### src/design/cexl_pkg.sv
// cexl_pkg: shared types and constants of the C-style expression lexer.
// Token word layout, token kind codes and the length and position caps.
// No dependencies.
`default_nettype none

package cexl_pkg;

  // Size limits of the lexer
  localparam int MAX_TOKEN_LENGTH = 255;
  localparam int MAX_TEXT_LENGTH  = 4096;

  // Saturation points of token length and byte position
  localparam logic [7:0]  LEN_CAP =
    8'((MAX_TOKEN_LENGTH < 255) ? MAX_TOKEN_LENGTH : 255);
  localparam logic [11:0] POS_CAP =
    12'((MAX_TEXT_LENGTH - 1 < 4095) ? (MAX_TEXT_LENGTH - 1) : 4095);

  // Token kind codes
  localparam logic [2:0] KIND_PAREN  = 3'd0;
  localparam logic [2:0] KIND_STRING = 3'd1;
  localparam logic [2:0] KIND_NUMBER = 3'd2;
  localparam logic [2:0] KIND_UNARY  = 3'd3;
  localparam logic [2:0] KIND_WORD   = 3'd4;
  localparam logic [2:0] KIND_END    = 3'd5;

  // One token word
  typedef struct packed {
    logic [2:0]  kind;
    logic [11:0] start;
    logic [7:0]  length;
    logic        clipped;
    logic        last;
  } tok_t;

  // Tokens produced by one text byte, in order
  typedef struct packed {
    tok_t [2:0] tok;
    logic [1:0] count;
  } scan_out_t;

endpackage

`default_nettype wire

### src/design/cexl_scan.sv
// cexl_scan: lexer state and the per-byte next-state and token logic.
// Produces up to three token words for each accepted text byte.
// Depends on cexl_pkg.
`default_nettype none

module cexl_scan #(
  parameter int MAX_TOKEN_LENGTH = cexl_pkg::MAX_TOKEN_LENGTH,
  parameter int MAX_TEXT_LENGTH  = cexl_pkg::MAX_TEXT_LENGTH
) (
  input  logic                  clk,
  input  logic                  rst,
  input  logic                  advance,
  input  logic [7:0]            character,
  input  logic                  end_of_text,
  output cexl_pkg::scan_out_t   scan_out
);

  // Saturation points of token length and byte position
  localparam logic [7:0]  LEN_CAP =
    8'((MAX_TOKEN_LENGTH < 255) ? MAX_TOKEN_LENGTH : 255);
  localparam logic [11:0] POS_CAP =
    12'((MAX_TEXT_LENGTH - 1 < 4095) ? (MAX_TEXT_LENGTH - 1) : 4095);

  typedef enum logic [10:0] {
    M_IDLE    = 11'b000_0000_0001,
    M_STRING  = 11'b000_0000_0010,
    M_ZERO    = 11'b000_0000_0100,
    M_DEC     = 11'b000_0000_1000,
    M_EXPSIGN = 11'b000_0001_0000,
    M_HEX     = 11'b000_0010_0000,
    M_BIN     = 11'b000_0100_0000,
    M_INTSUF  = 11'b000_1000_0000,
    M_IDENT   = 11'b001_0000_0000,
    M_OPPEND  = 11'b010_0000_0000,
    M_DOTPEND = 11'b100_0000_0000
  } mode_t;

  typedef enum logic [1:0] {
    P_NONE  = 2'd0,
    P_NUM   = 2'd1,
    P_CLOSE = 2'd2,
    P_OTHER = 2'd3
  } prev_t;

  // Per-token scan context
  typedef struct packed {
    mode_t      mode;
    logic [7:0] held;
    logic [7:0] len;
    logic       over;
    logic       dot;
    logic       expo;
    logic [7:0] quote;
    logic       esc;
  } run_t;

  localparam run_t RUN_IDLE = '{M_IDLE, 8'd0, 8'd0, 1'b0, 1'b0, 1'b0, 8'd0, 1'b0};

  // Character classes
  function automatic logic is_digit(input logic [7:0] c);
    return c inside {["0":"9"]};
  endfunction

  function automatic logic is_alpha(input logic [7:0] c);
    return c inside {["a":"z"], ["A":"Z"]};
  endfunction

  function automatic logic is_xdigit(input logic [7:0] c);
    return c inside {["0":"9"], ["a":"f"], ["A":"F"]};
  endfunction

  function automatic logic is_space(input logic [7:0] c);
    return c inside {" ", [8'd9:8'd13]};
  endfunction

  function automatic logic is_lsuffix(input logic [7:0] c);
    return c inside {"u", "U", "l", "L"};
  endfunction

  function automatic logic opens_pair(input logic [7:0] c);
    return c inside {"=", "!", "<", ">", "&", "|", "-", "+", "*", "/", "%", "^"};
  endfunction

  function automatic logic is_pair(input logic [7:0] a, input logic [7:0] b);
    return (b == "=") || ((b == ">") && ((a == "-") || (a == ">"))) ||
           ((a == b) && (a inside {"&", "|", "<"}));
  endfunction

  // One-byte token kind: paren for ( and ), unary for + - * & = unless after a number or closing paren, else word
  function automatic logic [2:0] single_kind(input logic [7:0] c, input prev_t p);
    logic [2:0] k;
    k = cexl_pkg::KIND_WORD;
    if ((c == "(") || (c == ")")) begin
      k = cexl_pkg::KIND_PAREN;
    end else if (c inside {"+", "-", "*", "&", "="}) begin
      k = ((p == P_NUM) || (p == P_CLOSE)) ? cexl_pkg::KIND_WORD : cexl_pkg::KIND_UNARY;
    end
    return k;
  endfunction

  function automatic prev_t single_prev(input logic [7:0] c);
    return (c == ")") ? P_CLOSE : P_OTHER;
  endfunction

  // Saturating length step: returns {over, len}
  function automatic logic [8:0] grown(input logic [7:0] l, input logic o);
    logic [8:0] r;
    if (l >= LEN_CAP) r = {1'b1, l};
    else r = {o, l + 8'd1};
    return r;
  endfunction

  function automatic cexl_pkg::tok_t mk(input logic [2:0] k, input logic [11:0] s,
                                        input logic [7:0] l, input logic o,
                                        input logic e);
    cexl_pkg::tok_t t;
    t.kind    = k;
    t.start   = s;
    t.length  = l;
    t.clipped = o;
    t.last    = e;
    return t;
  endfunction

  // State registers
  run_t        run;
  prev_t       prev_kind;
  logic [11:0] start_pos;
  logic [11:0] byte_pos;

  run_t        run_next;
  prev_t       prev_next;
  logic [11:0] start_next;
  logic [11:0] pos_next;

  // Candidate words: scan, begin, flush, end marker
  cexl_pkg::tok_t [3:0] cand;
  logic [3:0]           cand_v;
  logic                 go_dec;
  logic                 go_suf;
  logic                 go_begin;
  logic [7:0]           held_c;
  logic [2:0]           n;

  // Per-byte lexer step
  always_comb begin
    run_next   = run;
    prev_next  = prev_kind;
    start_next = start_pos;
    cand       = '0;
    cand_v     = '0;
    go_dec     = 1'b0;
    go_suf     = 1'b0;
    go_begin   = 1'b0;
    held_c     = run.held;

    // continue the open token
    case (run.mode)
      M_STRING: begin
        {run_next.over, run_next.len} = grown(run_next.len, run_next.over);
        if (run.esc) begin
          run_next.esc = 1'b0;
        end else if (character == "\\") begin
          run_next.esc = 1'b1;
        end else if (character == run.quote) begin
          cand[0]   = mk(cexl_pkg::KIND_STRING, start_pos, run_next.len, run_next.over, 1'b0);
          cand_v[0] = 1'b1;
          prev_next = P_OTHER;
          run_next  = RUN_IDLE;
        end
      end
      M_ZERO: begin
        if ((character == "x") || (character == "X")) begin
          {run_next.over, run_next.len} = grown(run_next.len, run_next.over);
          run_next.mode = M_HEX;
        end else if ((character == "b") || (character == "B")) begin
          {run_next.over, run_next.len} = grown(run_next.len, run_next.over);
          run_next.mode = M_BIN;
        end else begin
          go_dec = 1'b1;
        end
      end
      M_DEC: go_dec = 1'b1;
      M_EXPSIGN: begin
        if ((character == "+") || (character == "-")) begin
          {run_next.over, run_next.len} = grown(run_next.len, run_next.over);
          run_next.mode = M_DEC;
        end else begin
          go_dec = 1'b1;
        end
      end
      M_HEX: begin
        if (is_xdigit(character)) begin
          {run_next.over, run_next.len} = grown(run_next.len, run_next.over);
        end else begin
          go_suf = 1'b1;
        end
      end
      M_BIN: begin
        if ((character == "0") || (character == "1")) begin
          {run_next.over, run_next.len} = grown(run_next.len, run_next.over);
        end else begin
          go_suf = 1'b1;
        end
      end
      M_INTSUF: go_suf = 1'b1;
      M_IDENT: begin
        if (is_alpha(character) || is_digit(character) || (character == "_")) begin
          {run_next.over, run_next.len} = grown(run_next.len, run_next.over);
        end else begin
          cand[0]   = mk(cexl_pkg::KIND_WORD, start_pos, run.len, run.over, 1'b0);
          cand_v[0] = 1'b1;
          prev_next = P_OTHER;
          run_next  = RUN_IDLE;
          go_begin  = 1'b1;
        end
      end
      M_OPPEND: begin
        run_next = RUN_IDLE;
        if (is_pair(held_c, character)) begin
          cand[0]   = mk(cexl_pkg::KIND_WORD, start_pos, 8'd2, 1'b0, 1'b0);
          cand_v[0] = 1'b1;
          prev_next = P_OTHER;
        end else begin
          cand[0]   = mk(single_kind(held_c, prev_kind), start_pos, 8'd1, 1'b0, 1'b0);
          cand_v[0] = 1'b1;
          prev_next = single_prev(held_c);
          go_begin  = 1'b1;
        end
      end
      M_DOTPEND: begin
        if (is_digit(character)) begin
          run_next.held = 8'd0;
          run_next.dot  = 1'b1;
          run_next.expo = 1'b0;
          {run_next.over, run_next.len} = grown(run_next.len, run_next.over);
          run_next.mode = M_DEC;
        end else begin
          run_next  = RUN_IDLE;
          cand[0]   = mk(single_kind(".", prev_kind), start_pos, 8'd1, 1'b0, 1'b0);
          cand_v[0] = 1'b1;
          prev_next = single_prev(".");
          go_begin  = 1'b1;
        end
      end
      default: begin
        run_next = RUN_IDLE;
        go_begin = 1'b1;
      end
    endcase

    // decimal and float body
    if (go_dec) begin
      run_next.mode = M_DEC;
      if (is_digit(character)) begin
        {run_next.over, run_next.len} = grown(run_next.len, run_next.over);
      end else if ((character == ".") && !run_next.dot) begin
        run_next.dot = 1'b1;
        {run_next.over, run_next.len} = grown(run_next.len, run_next.over);
      end else if (((character == "e") || (character == "E")) && !run_next.expo) begin
        run_next.expo = 1'b1;
        {run_next.over, run_next.len} = grown(run_next.len, run_next.over);
        run_next.mode = M_EXPSIGN;
      end else if (character inside {"f", "F", "l", "L"}) begin
        {run_next.over, run_next.len} = grown(run_next.len, run_next.over);
        run_next.mode = M_INTSUF;
      end else begin
        go_suf = 1'b1;
      end
    end

    // integer suffix run, or the number ends here
    if (go_suf) begin
      if (is_lsuffix(character)) begin
        {run_next.over, run_next.len} = grown(run_next.len, run_next.over);
        run_next.mode = M_INTSUF;
      end else begin
        cand[0]   = mk(cexl_pkg::KIND_NUMBER, start_pos, run_next.len, run_next.over, 1'b0);
        cand_v[0] = 1'b1;
        prev_next = P_NUM;
        run_next  = RUN_IDLE;
        go_begin  = 1'b1;
      end
    end

    // start a new token at this byte
    if (go_begin && !is_space(character)) begin
      if ((character == "\"") || (character == "'")) begin
        run_next.mode  = M_STRING;
        start_next     = byte_pos;
        run_next.len   = 8'd1;
        run_next.over  = 1'b0;
        run_next.quote = character;
        run_next.esc   = 1'b0;
      end else if (is_digit(character)) begin
        run_next.mode = (character == "0") ? M_ZERO : M_DEC;
        start_next    = byte_pos;
        run_next.len  = 8'd1;
        run_next.over = 1'b0;
        run_next.dot  = 1'b0;
        run_next.expo = 1'b0;
      end else if (character == ".") begin
        run_next.mode = M_DOTPEND;
        start_next    = byte_pos;
        run_next.len  = 8'd1;
        run_next.over = 1'b0;
        run_next.held = character;
      end else if (is_alpha(character) || (character == "_")) begin
        run_next.mode = M_IDENT;
        start_next    = byte_pos;
        run_next.len  = 8'd1;
        run_next.over = 1'b0;
      end else if (opens_pair(character)) begin
        run_next.mode = M_OPPEND;
        start_next    = byte_pos;
        run_next.len  = 8'd1;
        run_next.over = 1'b0;
        run_next.held = character;
      end else begin
        cand[1]   = mk(single_kind(character, prev_next), byte_pos, 8'd1, 1'b0, 1'b0);
        cand_v[1] = 1'b1;
        prev_next = single_prev(character);
      end
    end

    pos_next = (byte_pos < POS_CAP) ? byte_pos + 12'd1 : byte_pos;

    // end of text: flush the open token, then the end marker
    if (end_of_text) begin
      if (run_next.mode inside {M_STRING, M_IDENT}) begin
        cand[2]   = mk(cexl_pkg::KIND_WORD, start_next, run_next.len, run_next.over, 1'b0);
        cand_v[2] = 1'b1;
      end else if (run_next.mode inside {M_ZERO, M_DEC, M_EXPSIGN, M_HEX, M_BIN,
                                         M_INTSUF}) begin
        cand[2]   = mk(cexl_pkg::KIND_NUMBER, start_next, run_next.len, run_next.over, 1'b0);
        cand_v[2] = 1'b1;
      end else if (run_next.mode == M_OPPEND) begin
        cand[2]   = mk(single_kind(run_next.held, prev_next), start_next, 8'd1, 1'b0, 1'b0);
        cand_v[2] = 1'b1;
      end else if (run_next.mode == M_DOTPEND) begin
        cand[2]   = mk(single_kind(".", prev_next), start_next, 8'd1, 1'b0, 1'b0);
        cand_v[2] = 1'b1;
      end
      cand[3]    = mk(cexl_pkg::KIND_END, pos_next, 8'd0, 1'b0, 1'b1);
      cand_v[3]  = 1'b1;
      run_next   = RUN_IDLE;
      prev_next  = P_NONE;
      start_next = 12'd0;
      pos_next   = 12'd0;
    end
  end

  // Pack the valid candidates in order
  always_comb begin
    scan_out = '0;
    n        = 3'd0;
    for (int i = 0; i < 4; i++) begin
      if (cand_v[i]) begin
        if (n < 3'd3) scan_out.tok[n[1:0]] = cand[i];
        n = n + 3'd1;
      end
    end
    scan_out.count = n[1:0];
  end

  // State update on each accepted byte
  always_ff @(posedge clk) begin
    if (rst) begin
      run       <= RUN_IDLE;
      prev_kind <= P_NONE;
      start_pos <= 12'd0;
      byte_pos  <= 12'd0;
    end else if (advance) begin
      run       <= run_next;
      prev_kind <= prev_next;
      start_pos <= start_next;
      byte_pos  <= pos_next;
    end
  end

`ifndef SYNTHESIS
  a_len_cap: assert property (@(posedge clk) disable iff (rst)
    run.len <= LEN_CAP)
    else $error("token length above cap");

  a_pos_cap: assert property (@(posedge clk) disable iff (rst)
    byte_pos <= POS_CAP)
    else $error("byte position above cap");

  a_eot_reset: assert property (@(posedge clk) disable iff (rst)
    (advance && end_of_text) |=> (run.mode == M_IDLE && byte_pos == 12'd0 &&
                                  prev_kind == P_NONE))
    else $error("lexer state not cleared after end of text");
`endif

endmodule

`default_nettype wire

### src/design/c_style_expression_lexer_top.sv
// Top level of the C-style expression lexer: byte input channel, token output
// channel and a three-entry token buffer. Depends on cexl_pkg and cexl_scan.
// A token is written into the buffer when its byte is accepted and is shown on the
// output in the next cycle. Throughput: one byte per cycle while each byte yields at
// most one token and token_ready is high; extra tokens hold off input until drained.
// Reset: synchronous rst clears the lexer state and empties the token buffer.
`default_nettype none

module c_style_expression_lexer_top #(
  parameter int MAX_TOKEN_LENGTH = cexl_pkg::MAX_TOKEN_LENGTH,
  parameter int MAX_TEXT_LENGTH  = cexl_pkg::MAX_TEXT_LENGTH
) (
  input  logic        clk,
  input  logic        rst,
  input  logic        text_valid,
  output logic        text_ready,
  input  logic [7:0]  character,
  input  logic        end_of_text,
  output logic        token_valid,
  input  logic        token_ready,
  output logic [2:0]  token_kind,
  output logic [11:0] token_start,
  output logic [7:0]  token_length,
  output logic        length_clipped,
  output logic        last_item
);

  cexl_pkg::scan_out_t  scan_out;
  cexl_pkg::tok_t [2:0] slots;
  cexl_pkg::tok_t       head_tok;
  logic [1:0]           head;
  logic [1:0]           cnt;
  logic                 in_fire;
  logic                 out_fire;

  // Handshakes: take a byte once the buffer is empty or draining its last word
  assign text_ready  = (cnt == 2'd0) || ((cnt == 2'd1) && token_ready);
  assign token_valid = (cnt != 2'd0);
  assign in_fire     = text_valid && text_ready;
  assign out_fire    = token_valid && token_ready;

  cexl_scan #(
    .MAX_TOKEN_LENGTH (MAX_TOKEN_LENGTH),
    .MAX_TEXT_LENGTH  (MAX_TEXT_LENGTH)
  ) u_scan (
    .clk         (clk),
    .rst         (rst),
    .advance     (in_fire),
    .character   (character),
    .end_of_text (end_of_text),
    .scan_out    (scan_out)
  );

  // Token buffer control
  always_ff @(posedge clk) begin
    if (rst) begin
      head <= 2'd0;
      cnt  <= 2'd0;
    end else if (in_fire) begin
      head <= 2'd0;
      cnt  <= scan_out.count;
    end else if (out_fire) begin
      head <= head + 2'd1;
      cnt  <= cnt - 2'd1;
    end
  end

  // Token buffer payload
  always_ff @(posedge clk) begin
    if (in_fire) slots <= scan_out.tok;
  end

  // Output word
  assign head_tok       = slots[head];
  assign token_kind     = head_tok.kind;
  assign token_start    = head_tok.start;
  assign token_length   = head_tok.length;
  assign length_clipped = head_tok.clipped;
  assign last_item      = head_tok.last;

`ifndef SYNTHESIS
  a_ready_drain: assert property (@(posedge clk) disable iff (rst)
    text_ready |-> (cnt == 2'd0 || (cnt == 2'd1 && token_ready)))
    else $error("byte taken while tokens still pending");

  a_multi_hold: assert property (@(posedge clk) disable iff (rst)
    (out_fire && cnt > 2'd1) |=> (token_valid && cnt == $past(cnt) - 2'd1))
    else $error("pending token lost");

  a_end_last: assert property (@(posedge clk) disable iff (rst)
    (token_valid && token_kind == cexl_pkg::KIND_END) |-> last_item)
    else $error("end marker without last flag");
`endif

endmodule

`default_nettype wire
### config.mk
export PLATFORM = sky130hd
export DESIGN_NAME = c_style_expression_lexer_top
export DESIGN_NICKNAME = d
export VERILOG_FILES = /design/src/design/cexl_pkg.sv /design/src/design/cexl_scan.sv /design/src/design/c_style_expression_lexer_top.sv
export SDC_FILE = /design/constraint.sdc
export NUM_CORES = 1
export LEC_CHECK = 0
export BUFFER_PORTS_ARGS = -buffer_cell sky130_fd_sc_hd__buf_2
export CORE_MARGIN = 8
export CORE_UTILIZATION = 45
export CTS_BUF_LIST = sky130_fd_sc_hd__clkbuf_16
export DETAILED_ROUTE_END_ITERATION = 12
export GPL_TIMING_DRIVEN = 0
export HOLD_SLACK_MARGIN = 0.15
export PLACE_DENSITY = 0.65
export RECOVER_POWER = 100
export SLEW_MARGIN = 20
export SYNTH_ARGS = -nofsm -noshare
export SYNTH_HDL_FRONTEND = slang
export SYNTH_SLANG_ARGS = --single-unit
### constraint.sdc
create_clock -name clk -period 8.7 [get_ports clk]
set_input_delay 0 -clock clk [delete_from_list [all_inputs] [get_ports clk]]
set_output_delay 0 -clock clk [all_outputs]
set_load 0.02 [all_outputs]
; ---- Word-level counts from Yosys, hierarchy flattened
; Cells that the tools add are included.
[word_totals]
register_bits = 144
latch_bits = 0
ramBits = 0
romBits = 0
in_bits = 13
out_inout_bits = 27
word_cells = 383
memories = 0
[op_classes]
add_sub_neg = 9
n_mul = 0
div_mod_pow = 0
order_cmp = 24
eq_ne = 80
shift = 0
mux = 183
bitwise_logic = 0
n_reduce_logical = 59
[op_table]
columns = cell, n
row1 = two-way mux 25 bit, 22
row2 = two-way mux 75 bit, 6
row3 = two-way mux 39 bit, 7
row4 = equality test 8 x 6 -> 1 bit (second input constant), 34
row5 = bitwise mux 75 bit, 3
row6 = two-way mux 9 bit, 20
row7 = demux 25 bit (select 2 bit), 3
row8 = two-way mux 11 bit, 13
row9 = equality test 8 x 7 -> 1 bit (second input constant), 17
row10 = two-way mux 38 bit, 3
row11 = two-way mux 12 bit, 9
row12 = one-hot mux 25 bit (4 select lines), 1
row13 = one-hot mux 9 bit (8 select lines), 1
row14 = one-hot mux 11 bit (6 select lines), 1
row15 = two-way mux 28 bit, 2
row16 = binary-select mux 25 bit (select 2 bit), 1
row17 = two-way mux 50 bit, 1
row18 = two-way mux 8 bit, 6
row19 = two-way mux 23 bit, 2
row20 = two-way mux 2 bit, 22
row21 = one-hot mux 11 bit (4 select lines), 1
row22 = two-way mux 1 bit, 38
row23 = two-way mux 19 bit, 2
row24 = two-way mux 3 bit, 11
row25 = 53 further kinds, 129

; ---- Longest topological paths before layout
; Gate-level depths: netlist of run 1.
[depth]
depth_word = 42
ltp_mapped = 24
depth_no_buf = 19

; ---- Cells and area by module
; From an unflattened synthesis of run 1, not the netlist that was laid out.
[hier_totals]
cells_unflattened = 1319
area_unflattened_um2 = 10923.0
[modules_own_cells]
columns = mod, instances, cells_each, area_per_inst_um2, seq_area_each_um2
row1 = cexl_scan, 1, 1132, 7850.0, 1301.2
row2 = c_style_expression_lexer_top, 1, 187, 3072.9, 2332.2

; ---- Worst setup path before layout of run 1
; Ideal clock, no wire load.
[synth_timing]
path_type = register to register
startpoint = register u_scan.run[33] in the netlist's numbering
endpoint = register slots[3] in the netlist's numbering (data pin)
setup_time_ns = 0.269
t_arrival_ns = 4.982
required_time_ns = 8.431
path_slack_ns = 3.449
path_stages_with_launch = 21
n_path_buf = 3
period_less_slack_ns = 5.251
path_cell_list = dfxtp_1 -> buf_6 -> or4_4 -> buf_6 -> nor4_4 -> nor4b_2 -> a31oi_2 -> nand3_2 -> buf_4 -> a21oi_1 -> a21oi_1 -> ha_1 -> o2111ai_2 -> o31ai_4 -> mux2_2 -> ha_1 -> o211ai_2 -> a32oi_4 -> a21oi_2 -> mux2i_1 -> o22ai_1
[synth_rtl]
columns = element, line_no
row1 = start: declaration, cexl_scan.sv:126  ; run_t run;
row2 = start signal: assignment, cexl_scan.sv:374  ; run <= run_next;
row3 = end signal: assignment, c_style_expression_lexer_top.sv:70  ; if (in_fire) slots <= scan_out.tok;
row4 = end: declaration, c_style_expression_lexer_top.sv:29  ; cexl_pkg::tok_t [2:0] slots;

==> results.tsv, run 1 <==
metric	value	unit
final hold slack	0.1824	ns
Iter 0 DRT Violations	1080	
WP data required	8.86	ns
CTS tree	built	
htree depth	4	
failing checks	max-capacitance violations, max-slew violations	
crit path time final	7.384	ns
largest net degree at the start of global routing	83	
share of power burned in registers	41.0	%
final hold vios	0	
RSZ-0062 raised after global routing	false	
Ports	40	
worst hold-check path type	input pin to register	
Setup TNS Final	0	ns
DR WL/cell	21.27	µm
FFs w/ async S/R, synth	0	%
Crit path arrival time	7.54	ns
Seq/Total Area, Yosys	34.53	%
Clock power frac	32.5	%
wirelength, routed	34.56	mm
pwr/cell area	189.7	nW/µm²
VDD IR-drop max	0.1076	mV
Clock Tree Root	clkbuf_16	
vias per cell	6.326	
IO Port Bufs	36	
cts bufs inserted	17	
mean post-synth cell area	8.555	µm²
initial antenna violation count	0	
Max Clk Rate	135.4	MHz
Cells after Synth	1230	
drt pass-1 iters	8	
Initial Utilization	45.37	%
DR DRC count	0	
post-CTS setup buffers	0	
CP Capture Type	register	
Slew Limit Headroom	-129.5	%
worst skew pair latency	0.43	ns
Antenna Violating Nets Remaining	0	
Tot GR Track Use	23.80	%
die area	28530	µm²
vias in the first global route	9673	
Final Max Tran Viols	83	
Tightest Pin Transition	3.424	ns
final setup fails	0	
Switching Share	35.75	%
Die X	168.9	µm
Post-Place Worst Slack	2.459	ns
mapped cell area	10520	µm²
die height	168.9	µm
Ys Warns	0	
Synth-to-Final Area Change	10.07	%
routability cong.	0.9669	
most frequent cells in the layout	nand2_1, nor2_1, o21ai_0	
gr ovfl total	0	
Final WS setup	1.316	ns
Synth cell types	111	
CP startpoint kind	input pin	
row count	56	
internal power	1.412	mW
Max Cap Viol	1	
CTS clk-pin slew, worst paths	0.07	ns
Sw Pwr	0.7853	mW
EDFF count, synth	75	
core area	23190	µm²
FF+latch count, synth	144	
commonest non-fill, non-tap cell in the layout	nand2_1	
Max Root-Sink Buffers	2	
worst-path fanout max	10	
status	finished with violations	
Setup Skew	0.01364	ns
first-pass GRT wire length	53.48	mm
HPWL after DPL	24.97	mm
crit path kind	input pin to register	
layout cells sized above 1	8.576	%
net count after synthesis	1256	
via count	10280	
most used flip-flop cell after synthesis	edfxtp_1	
P_leak	3.917	nW
Logic pwr share	26.5	%
CTS Sinks	144	
period utilization	84.87	%
Final nets	1319	
diodes inserted	0	
## critical path: stages
cell and delay (ns):
dlygate4sd3_1 0.52, clkbuf_1 0.34, o21ai_1 0.25, and2_0 0.38
and3_1 0.23, clkbuf_1 0.19, a2111oi_1 1.10, nand3_1 0.46
buf_4 0.34, a21oi_1 0.22, a21oi_1 0.19, ha_1 0.33
o2111ai_1 0.24, o31ai_1 0.35, xnor2_1 0.66, ha_1 0.37
o211ai_1 0.27, a32oi_4 0.41, a21oi_2 0.17, mux2i_1 0.37
o22ai_1 0.15
## final timing paths
kind | endpoint | startpoint | slack, ns | depth (start not counted)
min reg2reg | u_scan.run[3]$_SDFFE_PP0P_ | u_scan.run[3]$_SDFFE_PP0P_ | 0.46 | 2
max | slots[3]$_DFFE_PP_ | character[3] | 1.32 | 21
max reg2reg | slots[3]$_DFFE_PP_ | u_scan.run[35]$_SDFFE_PP0P_ | 1.42 | 21
min | u_scan.run[0]$_SDFFE_PP0P_ | character[6] | 0.18 | 4
## synthesized netlist by cell type, types with 5 or more instances
library cell / instances / area [µm²]
xnor2_1: 20 / 175.2
buf_6: 7 / 78.83
a31oi_1: 21 / 131.4
nand3b_1: 11 / 82.58
mux2i_1: 38 / 380.4
a32o_1: 8 / 80.08
o21a_1: 9 / 67.56
o31ai_1: 5 / 37.54
nand3_1: 41 / 205.2
nor4_1: 9 / 56.30
nor4_4: 5 / 106.4
o21ai_0: 99 / 495.5
edfxtp_1: 75 / 2252
xor2_1: 18 / 157.7
a21o_1: 13 / 97.59
nor3_1: 30 / 150.1
inv_1: 22 / 82.58
clkbuf_1: 54 / 202.7
o211ai_1: 7 / 52.55
nand4_1: 13 / 81.33
nand2_1: 152 / 570.6
ha_1: 12 / 150.1
o21ai_1: 9 / 45.04
a22oi_1: 11 / 82.58
nor2b_1: 7 / 43.79
a221oi_1: 12 / 105.1
nand2b_1: 17 / 106.4
nor2_1: 108 / 405.4
and3_1: 22 / 137.6
and2_1: 19 / 118.9
o311ai_0: 5 / 43.79
dfxtp_1: 69 / 1381
buf_2: 11 / 55.05
buf_1: 11 / 41.29
a21oi_1: 61 / 305.3
or3_1: 6 / 37.54
o22ai_1: 22 / 137.6
a22o_1: 26 / 227.7
or2_2: 6 / 37.54
a211oi_1: 8 / 60.06
## sequential cells by signal, indices dropped and copies added, names as in the netlist
signal	count
u_scan.prev_kind	2
slots	75
u_scan.start_pos	12
u_scan.run	31
head	2
u_scan.held_c	8
u_scan.byte_pos	12
cnt	2
## area by class of cell
class                   instances  area, µm²
fillers                      2240      11610
multi-input cells             977       6306
flip-flops and latches        144       3633
clock buffers                  17      425.4
well taps                     319      399.1
plain buffers                  85      362.8
repair buffers                 44      226.5
clock inverters                15      135.1
inverters                      24      93.84
## routing by layer
layer / vias to the layer above / wire (µm) / global-route usage, %
met2: 456 / 16450 / 39.45
met1: 4944 / 14570 / 30.08
met4: 0 / 1254 / 10.95
met3: 92 / 2289 / 3.611
li1: 4787 / - / -
met5: - / 0 / 0
## logic make-up (layout without fill, tap and decap cells)
family	count (synthesis)	after routing	share of synthesized area, %
simple gates	487	487	24.13
compound gates	397	397	27.91
flops	144	144	34.53
buf+inv	109	185	4.614
mux	42	42	4.043
xor+xnor	38	38	3.163
fa+ha+maj	13	13	1.617
## per-stage QoR
step | power [mW] | cells | instance area (µm²) | util [%]
after floorplan | 1.286 | 1230 | 10520 | -
after global placement | 1.494 | 1585 | 11100 | 47.87
after detailed placement | 1.495 | 1585 | 11110 | 47.89
after CTS | 2.206 | 1625 | 11750 | 50.65
after global routing | 2.293 | 1625 | 11580 | 49.94
final | 2.197 | 1625 | 11580 | 49.94
## what timing repair did
action / in CTS / in global routing
endpoints found under the hold margin: 11 / 0
gates resized for setup: 0 / 0
hold buffers: 8 / 0
## power groups by stage
stage / registers, mW / logic (mW) / clock network (mW)
finish: 0.901 / 0.582 / 0.714
global route: 0.913 / 0.631 / 0.749
CTS: 0.887 / 0.601 / 0.718
detailed placement: 0.901 / 0.594 / 0
global placement: 0.908 / 0.586 / 0
floorplan: 0.899 / 0.387 / 0
No activity file was read; power rests on OpenSTA's default activity.
==> inputs of run 2 (changes only) <==
==> constraint.sdc (replaced) <==
create_clock -name clk -period 7 [get_ports clk]
set_input_delay 0 -clock clk [delete_from_list [all_inputs] [get_ports clk]]
set_output_delay 0 -clock clk [all_outputs]
set_load 0.02 [all_outputs]
==> run 2 against run 1 <==
Effect of this change: combinational power rose by 24%; die area stayed put; first-iteration DRC count is 4.3% lower; the run now ends clean; sequential share of layout area is 0.21 points lower; largest cell class unchanged.
==> results.tsv, run 2 (synthesis results as in run 1) <==
metric	value	unit
period utilization	94.40	%
wirelength, routed	34.38	mm
HPWL after DPL	24.97	mm
initial antenna violation count	0	
Hold Path End	u_scan.run[0]$_SDFFE_PP0P_	
layout cells sized above 1	9.112	%
Hold Crit Depth	4	
Tightest Pin Transition	1.293	ns
CP startpoint kind	input pin	
drt pass-1 iters	5	
most frequent cells in the layout	nand2_1, nor2_1, o21ai_0	
share of power burned in registers	40.6	%
Die X	168.9	µm
via count	10280	
worst hold-check path type	input pin to register	
Antenna Violating Nets Remaining	0	
status	finished, final reports clean	
R2R Path Start	u_scan.run[28]$_SDFFE_PP1P_	
RSZ-0062 raised after global routing	false	
WP data required	7.16	ns
post-CTS setup buffers	0	
VDD IR-drop max	0.1322	mV
Synth-to-Final Area Change	10.80	%
P_leak	3.960	nW
Slew Limit Headroom	13.16	%
crit path buf inv count	2	
routability cong.	0.9669	
Sw Pwr	0.9775	mW
overall power	2.714	mW
Setup TNS Final	0	ns
worst-path fanout max	9	
vias per cell	6.326	
crit path kind	input pin to register	
CTS clk-pin slew, worst paths	0.07	ns
Logic pwr share	26.7	%
Switching Share	36.02	%
Reg2Reg Depth	17	
DR WL/cell	21.16	µm
r2r endpoint	slots[10]$_DFFE_PP_	
hold wc startpoint	character[6]	
core area	23190	µm²
DR DRC count	0	
flop-to-flop setup slack	0.50	ns
row count	56	
Ports	40	
CP Capture Type	register	
final setup fails	0	
Setup Skew	0.01523	ns
IO Port Bufs	36	
slowest CP cell	nor3_1	
Max Clk Rate	151.3	MHz
largest net degree at the start of global routing	83	
first-pass GRT wire length	53.48	mm
Tot GR Track Use	23.80	%
Clock Tree Root	clkbuf_16	
pwr/cell area	232.8	nW/µm²
CP peak stage delay	1.03	ns
final hold vios	0	
die height	168.9	µm
Clock power frac	32.8	%
CTS Sinks	144	
Crit path arrival time	6.77	ns
commonest non-fill, non-tap cell in the layout	nand2_1	
diodes inserted	0	
cts bufs inserted	17	
top flop regs	slots x75, u_scan.run x31	
die area	28530	µm²
CP delay by family, top	compound AO/OA/AOI/OAI gates	
Final WS setup	0.3917	ns
Final Max Tran Viols	0	
Max Cap Viol	0	
CP cell instances	dlygate4sd3_1, buf_6, or3b_1, a2111oi_4, nor2b_4, nor3_1, nand2_1, a21oi_1, a21oi_1, ha_1, o2111ai_2, o31ai_4, xnor2_1, ha_1, o211ai_2, a32oi_4, a21oi_2, mux2i_1, o22ai_1	
Post-Place Worst Slack	0.7588	ns
vias in the first global route	9673	
internal power	1.736	mW
Initial Utilization	45.37	%
largest register by flop count	slots	
htree depth	4	
gr ovfl total	0	
max reg flops	75	
crit path time final	6.608	ns
worst skew pair latency	0.44	ns
Final nets	1319	
CTS tree	built	
Fillers	2231	
Iter 0 DRT Violations	1034	
Max Root-Sink Buffers	2	
run 2: cell types whose count changed in the layout (fill, tap and decap cells not counted), sizes merged:
cell	change
buf	+2
clkinv	+1
clkbuf	-2
clkinvlp	-1
run 2: layer usage:
| metal | wire length, µm | track usage, % |
|---|---|---|
| met1 | 14320 | 30.08 |
| met2 | 16360 | 39.45 |
| met3 | 2353 | 3.611 |
| met4 | 1348 | 10.95 |
| met5 | 0 | 0 |
run 2: power groups by stage:
stage	registers, mW	logic (mW)	clock network [mW]
4_1_cts	1.10	0.747	0.893
3_5_place_dp	1.12	0.738	0
2_1_floorplan	1.12	0.481	0
3_3_place_gp	1.13	0.728	0
6_report	1.10	0.723	0.889
5_1_grt	1.11	0.787	0.931
run 2: repair_timing:
| action | in CTS | in global routing |
|---|---|---|
| hold buffers | 8 | 0 |
| endpoints found under the hold margin | 11 | 0 |
| resized for setup | 0 | 0 |
run 2: worst max-delay path by stage:
stage / from / endpoint / slack [ns] / depth (start not counted)
after floorplan: u_scan.run[33]$_SDFFE_PP0P_ / slots[3]$_DFFE_PP_ / 1.75 / 20
after global placement: character[7] / slots[3]$_DFFE_PP_ / 0.74 / 20
after detailed placement: u_scan.run[33]$_SDFFE_PP0P_ / slots[3]$_DFFE_PP_ / 0.76 / 20
after CTS: u_scan.run[33]$_SDFFE_PP0P_ / slots[3]$_DFFE_PP_ / 0.73 / 20
after global routing: character[3] / slots[10]$_DFFE_PP_ / 0.1 / 22
final: character[3] / slots[3]$_DFFE_PP_ / 0.39 / 19
run 2: layout make-up:
type	count	area [µm²]	share of cell area (%)
plain buffers	85	381.6	3.273
clock buffers	17	425.4	3.649
clock inverters	15	135.1	1.159
inverters	24	97.59	0.8371
multi-input cells	977	6360	54.55
flip-flops and latches	144	3633	31.17
well taps	319	399.1	3.423
repair buffers	44	226.5	1.942
run 2: metrics by stage:
step | instance area (µm²) | utilization, % | hold WS [ns] | std cells
floorplan | 10520 | - | 0.1840 | 1230
global placement | 11100 | 47.87 | 0.3551 | 1585
detailed placement | 11110 | 47.89 | 0.3620 | 1585
CTS | 11750 | 50.65 | 0.1545 | 1625
global route | 11660 | 50.27 | 0.1702 | 1625
finish | 11660 | 50.27 | 0.1753 | 1625
run 2: worst min-delay path: stages:
cell and delay [ns]:
buf_6 0.11, nor3b_1 0.16, nand4_1 0.18, o41ai_1 0.10
